### src/rtl/lcpie_pkg.sv
// Package for the LCP interval enumerator: item types, state codes and the
// request/response types of the shared label unit. No dependencies.
`default_nettype none

package lcpie_pkg;

    localparam int LCP_W           = 20;
    localparam int CFG_W           = 6;
    localparam int STACK_DEPTH_DEF = 1024;
    localparam int INDEX_BITS_DEF  = 20;

    localparam logic [CFG_W-1:0] MAX_LENGTH_RESET = 6'd6;

    typedef struct packed {
        logic [LCP_W-1:0] lcp_value;
        logic             last;
    } t_in_item;

    typedef struct packed {
        logic [LCP_W-1:0] start_index;
        logic [LCP_W-1:0] end_index;
        logic [LCP_W-1:0] repr_index;
        logic [LCP_W-1:0] label;
        logic [LCP_W-1:0] sil;
        logic             trivial;
        logic             last_result;
        logic             overflow;
    } t_out_item;

    typedef enum logic [1:0] {
        ST_IDLE,
        ST_POP,
        ST_LOAD,
        ST_FLUSH
    } t_state;

    // operands of the shared label/compare unit
    typedef struct packed {
        logic [LCP_W-1:0] x;
        logic [LCP_W-1:0] y;
        logic [LCP_W-1:0] bound;
        logic [CFG_W-1:0] limit;
    } t_lbl_req;

    typedef struct packed {
        logic [LCP_W-1:0] label;
        logic             below_bound;
        logic             below_limit;
        logic             y_below_bound;
    } t_lbl_res;

endpackage

`default_nettype wire

### src/rtl/lcpie_label_unit.sv
// Shared label unit: maximum of two LCP values and the compares against the
// interval bound and the length limit. Uses lcpie_pkg.
`default_nettype none

module lcpie_label_unit (
    input  wire lcpie_pkg::t_lbl_req i_req,
    output lcpie_pkg::t_lbl_res      o_res
);

    logic [lcpie_pkg::LCP_W-1:0] w_label;

    assign w_label = (i_req.x > i_req.y) ? i_req.x : i_req.y;

    always_comb begin
        o_res.label         = w_label;
        o_res.below_bound   = w_label < i_req.bound;
        o_res.below_limit   = w_label < {{(lcpie_pkg::LCP_W - lcpie_pkg::CFG_W){1'b0}},
                                         i_req.limit};
        o_res.y_below_bound = i_req.y < i_req.bound;
    end

endmodule

`default_nettype wire

### config.mk
export PLATFORM = sky130hd
export DESIGN_NAME = lcpie_label_unit
export DESIGN_NICKNAME = d
export VERILOG_FILES = /design/src/rtl/lcpie_pkg.sv /design/src/rtl/lcpie_label_unit.sv
export SDC_FILE = /design/constraint.sdc
export NUM_CORES = 1
export LEC_CHECK = 0
export ABC_AREA = 0
export BUFFER_PORTS_ARGS = -buffer_cell sky130_fd_sc_hd__buf_2
export CAP_MARGIN = 40
export CORE_UTILIZATION = 50
export DETAILED_ROUTE_END_ITERATION = 12
export PLACE_DENSITY = 0.95
export SETUP_SLACK_MARGIN = 0.15
export SYNTH_ARGS = -nofsm -noshare
export SYNTH_HDL_FRONTEND = slang
export SYNTH_SLANG_ARGS = --single-unit
### constraint.sdc
create_clock -name vclk -period 4.1
set_clock_uncertainty 0.15 [all_clocks]
set_input_delay 0.41 -clock vclk [all_inputs]
set_output_delay 0.41 -clock vclk [all_outputs]
set_load 0.01 [all_outputs]
==> insert_results.sql <==
INSERT INTO impl_metrics (metric_group, metric, value, unit) VALUES
('run_status', 'outcome', 'finished, violations left', ''),
('run_status', 'violated_checks', 'setup timing', ''),
('finish', 'seq_cell_count', '0', ''),
('sta', 'setup-violations-final', '2', ''),
('critical_path', 'data_arrival_time_of_the_critical_path', '3.67', 'ns'),
('detailed_routing', 'vias', '2468', ''),
('critical_path', 'crit_type', 'in -> out', ''),
('finish', 'layout_commonest_cell', 'sky130_fd_sc_hd__buf_2', ''),
('yosys', 'synthMuxAreaShare', '1.97', '%'),
('yosys', 'cells_after_synthesis', '257', ''),
('finish', 'register_area', '0', 'um2'),
('min_path', 'hold_path_depth', '3', ''),
('yosys', 'synthXorXnorAreaFrac', '0', '%'),
('critical_path', 'critical_path_fanout_max', '10', ''),
('run', 'cap_violations', '0', ''),
('floorplan', 'coreArea', '3440', 'um2'),
('sta', 'period_needed', '4.23', 'ns'),
('finish', 'layout.nets', '490', ''),
('yosys', 'synth_cell_types', '34', ''),
('power_and_ir_drop', 'power.density', '156', 'nW/um2'),
('yosys', 'synth.top_cell.area_share', '42.8', '%'),
('critical_path', 'worst_setup_path_end_kind', 'primary output', ''),
('grt', 'grt_max_degree', '21', ''),
('grt', 'antenna_found_initial', '0', ''),
('detailed_routing', 'drt-vias-per-instance', '6.09', ''),
('finish', 'synthToLayoutAreaGrowth', '51.2', '%'),
('yosys', 'synth_fa_ha_area_share', '42.8', '%'),
('finish', 'number_of_diodes', '0', ''),
('grt', 'grt_pass1_vias', '2153', ''),
('sta', 'max_slew_vio_count', '0', ''),
('min_path', 'holdCritPathClass', 'in -> out', ''),
('floorplan', 'core.rowCount', '21', ''),
('placement', 'place.gp.congestion', '0.945', ''),
('grt', 'grt.overflow.total', '0', ''),
('yosys', 'synth_top_family_by_area', 'adder cells', ''),
('yosys', 'synth_compound_gate_area_share', '26.4', '%'),
('clock_tree', 'holdBufCountCts', '0', ''),
('yosys', 'post_synth_and_or_nand_nor_area_fraction', '17.5', '%'),
('min_path', 'hold_path_end', 'o_res[3]', ''),
('sta', 'relSlewSlack', '65.7', '%'),
('yosys', 'syn-cell-area', '1840', 'um2'),
('power_and_ir_drop', 'max-vdd-ir-drop', '86.3', 'uV'),
('detailed_routing', 'drcViolationCount', '0', ''),
('sta', 'setup_repair_after_global_routing_missed_its_margin', 'true', ''),
('floorplan', 'ioPinCount', '89', ''),
('sta', 'worst_slew_pin_slew', '0.510', 'ns'),
('yosys', 'yosys-top-cells-area', 'sky130_fd_sc_hd__ha_1 43%, sky130_fd_sc_hd__inv_1 9.4%, sky130_fd_sc_hd__o21ai_0 6.5%', ''),
('placement', 'hpwl_reported_at_the_end_of_detailed_placement', '4800', 'um'),
('finish', 'clock_buffer_count', '0', ''),
('sta', 'layout_worst_path_cycle_share', '103', '%'),
('min_path', 'worst_hold_startpoint', 'i_req[46]', ''),
('detailed_routing', 'wl_per_cell', '18.2', 'um'),
('floorplan', 'die_width', '62.7', 'um'),
('yosys', 'mean_post_synth_cell_area', '7.17', 'um2'),
('floorplan', 'chipHeight', '62.7', 'um'),
('detailed_routing', 'drt_iter0_drc', '138', ''),
('placement', 'port_buffers', '89', ''),
('placement', 'place_ws', '-0.0694', 'ns'),
('sta', 'maxClockFrequency', '237', 'MHz'),
('yosys', 'yosysWarnings', '0', ''),
('finish', 'final_cell_mix', '74 x sky130_fd_sc_hd__buf_2, 49 x sky130_fd_sc_hd__ha_1, 30 x sky130_fd_sc_hd__inv_1', ''),
('yosys', 'synth-seq-area-share', '0', '%'),
('finish', 'num-fill-cells', '228', ''),
('detailed_routing', 'drtPass1Iterations', '8', ''),
('floorplan', 'floorplan.initialDensity', '53.5', '%'),
('yosys', 'top_cell_type_by_total_area_after_synthesis', 'sky130_fd_sc_hd__ha_1', ''),
('critical_path', 'critical_path_required', '3.54', 'ns'),
('finish', 'multi_input_comb_area', '1890', 'um2'),
('sta', 'post-route-worst-setup-slack', '-0.126', 'ns'),
('grt', 'grt_first_pass_wirelength', '9410', 'um'),
('floorplan', 'dieArea', '3930', 'um2'),
('power_and_ir_drop', 'total_leakage_power', '1.52', 'nW'),
('detailed_routing', 'drt.antenna.violating_nets', '0', ''),
('yosys', 'synthesis.nets', '386', ''),
('critical_path', 'startpoint_type', 'input pin', ''),
('power_and_ir_drop', 'power.total', '435', 'uW'),
('detailed_routing', 'finalWirelength', '7380', 'um'),
('finish', 'post_route_cells_drive_above_1_share', '43.7', '%'),
('sta', 'timing.final.hold_violations', '0', ''),
('grt', 'grt_usage', '29.4', '%');
## Yosys cell counts, types with 2 or more instances
| cell | n |
|---|---|
| sky130_fd_sc_hd__a211o_1 | 2 |
| sky130_fd_sc_hd__a211oi_1 | 2 |
| sky130_fd_sc_hd__a21o_1 | 13 |
| sky130_fd_sc_hd__a21oi_1 | 18 |
| sky130_fd_sc_hd__buf_6 | 2 |
| sky130_fd_sc_hd__ha_1 | 63 |
| sky130_fd_sc_hd__inv_1 | 46 |
| sky130_fd_sc_hd__nand2_1 | 28 |
| sky130_fd_sc_hd__nand3_1 | 2 |
| sky130_fd_sc_hd__nand4_1 | 10 |
| sky130_fd_sc_hd__nand4_2 | 2 |
| sky130_fd_sc_hd__nor2_1 | 9 |
| sky130_fd_sc_hd__nor2b_1 | 2 |
| sky130_fd_sc_hd__nor4_1 | 7 |
| sky130_fd_sc_hd__o21ai_0 | 24 |
| sky130_fd_sc_hd__o21ai_1 | 9 |
## worst max-delay path, stage by stage
cell and delay, ns:
sky130_fd_sc_hd__buf_4 0.11, sky130_fd_sc_hd__inv_2 0.05, sky130_fd_sc_hd__ha_4 0.29, sky130_fd_sc_hd__nand2_4 0.06, sky130_fd_sc_hd__nor2_2 0.15, sky130_fd_sc_hd__nor4b_4 0.30
sky130_fd_sc_hd__buf_4 0.17, sky130_fd_sc_hd__a22oi_2 0.09, sky130_fd_sc_hd__buf_4 0.16, sky130_fd_sc_hd__buf_4 0.16, sky130_fd_sc_hd__nand2_1 0.07, sky130_fd_sc_hd__o21ai_0 0.14
sky130_fd_sc_hd__ha_1 0.33, sky130_fd_sc_hd__nand4_1 0.20, sky130_fd_sc_hd__nor4_2 0.39, sky130_fd_sc_hd__nand4_1 0.17, sky130_fd_sc_hd__o2111a_1 0.26, sky130_fd_sc_hd__buf_2 0.14
## kinds of logic (layout without fill, tap and decap cells)
group                    Yosys count  in the layout
AO/OA/AOI/OAI                     79             79
adder cells (fa/ha/maj)           63             63
AND/OR/NAND/NOR                   62             62
buffers and inverters             50            152
multiplexers                       3              3
## where the power goes
group / switching (mW) / internal [mW]
sequential: 0 / 0
clock: 0 / 0
combinational: 0.237 / 0.198
## metal layers
layer	vias to the layer above	track usage, %	routed length, um	part of all wire (%)
li1	1137	-	-	-
met4	0	12.2	544	7.4
met5	-	0	0	0
met1	1090	32.6	2650	36
met3	59	2.55	564	7.6
met2	182	56.3	3620	49
## stage by stage
| stage | hold slack (ns) | cells | area (um2) | TNS, ns | util, % |
|---|---|---|---|---|---|
| final | 1.04 | 405 | 2780 | -0.137 | 80.9 |
| after global routing | 1.05 | 405 | 2780 | -0.418 | 80.9 |
| after CTS | 1.04 | 396 | 2460 | 0 | 71.6 |
| after detailed placement | 1.04 | 393 | 2350 | -0.126 | 68.3 |
| after global placement | 1.02 | 393 | 2350 | 0 | 68.3 |
| after floorplan | 0.799 | 257 | 1850 | 0 | - |
## how the worst max path moves through the flow
stage	slack [ns]	from	endpoint	cells past startpoint
after floorplan	0.16	i_req[37]	o_res[2]	18
after global placement	0.09	i_req[37]	o_res[1]	17
after detailed placement	-0.07	i_req[37]	o_res[2]	19
after CTS	0.14	i_req[32]	o_res[1]	17
after global routing	-0.27	i_req[33]	o_res[2]	20
final	-0.13	i_req[45]	o_res[2]	18
## cell type report
class / count / area share (%)
inverters: 46 / 6.65
multi-input cells: 207 / 68.0
well taps: 46 / 2.07
repair buffers: 106 / 23.3
## timing repair
| action | CTS | global route |
|---|---|---|
| setup buffers | 3 | 8 |
| cloned | 0 | 1 |
| pin swaps | 8 | 32 |
| resized for setup | 14 | 72 |
| endpoints found under the setup margin | 2 | 2 |
(Power assumes the default switching activity.)
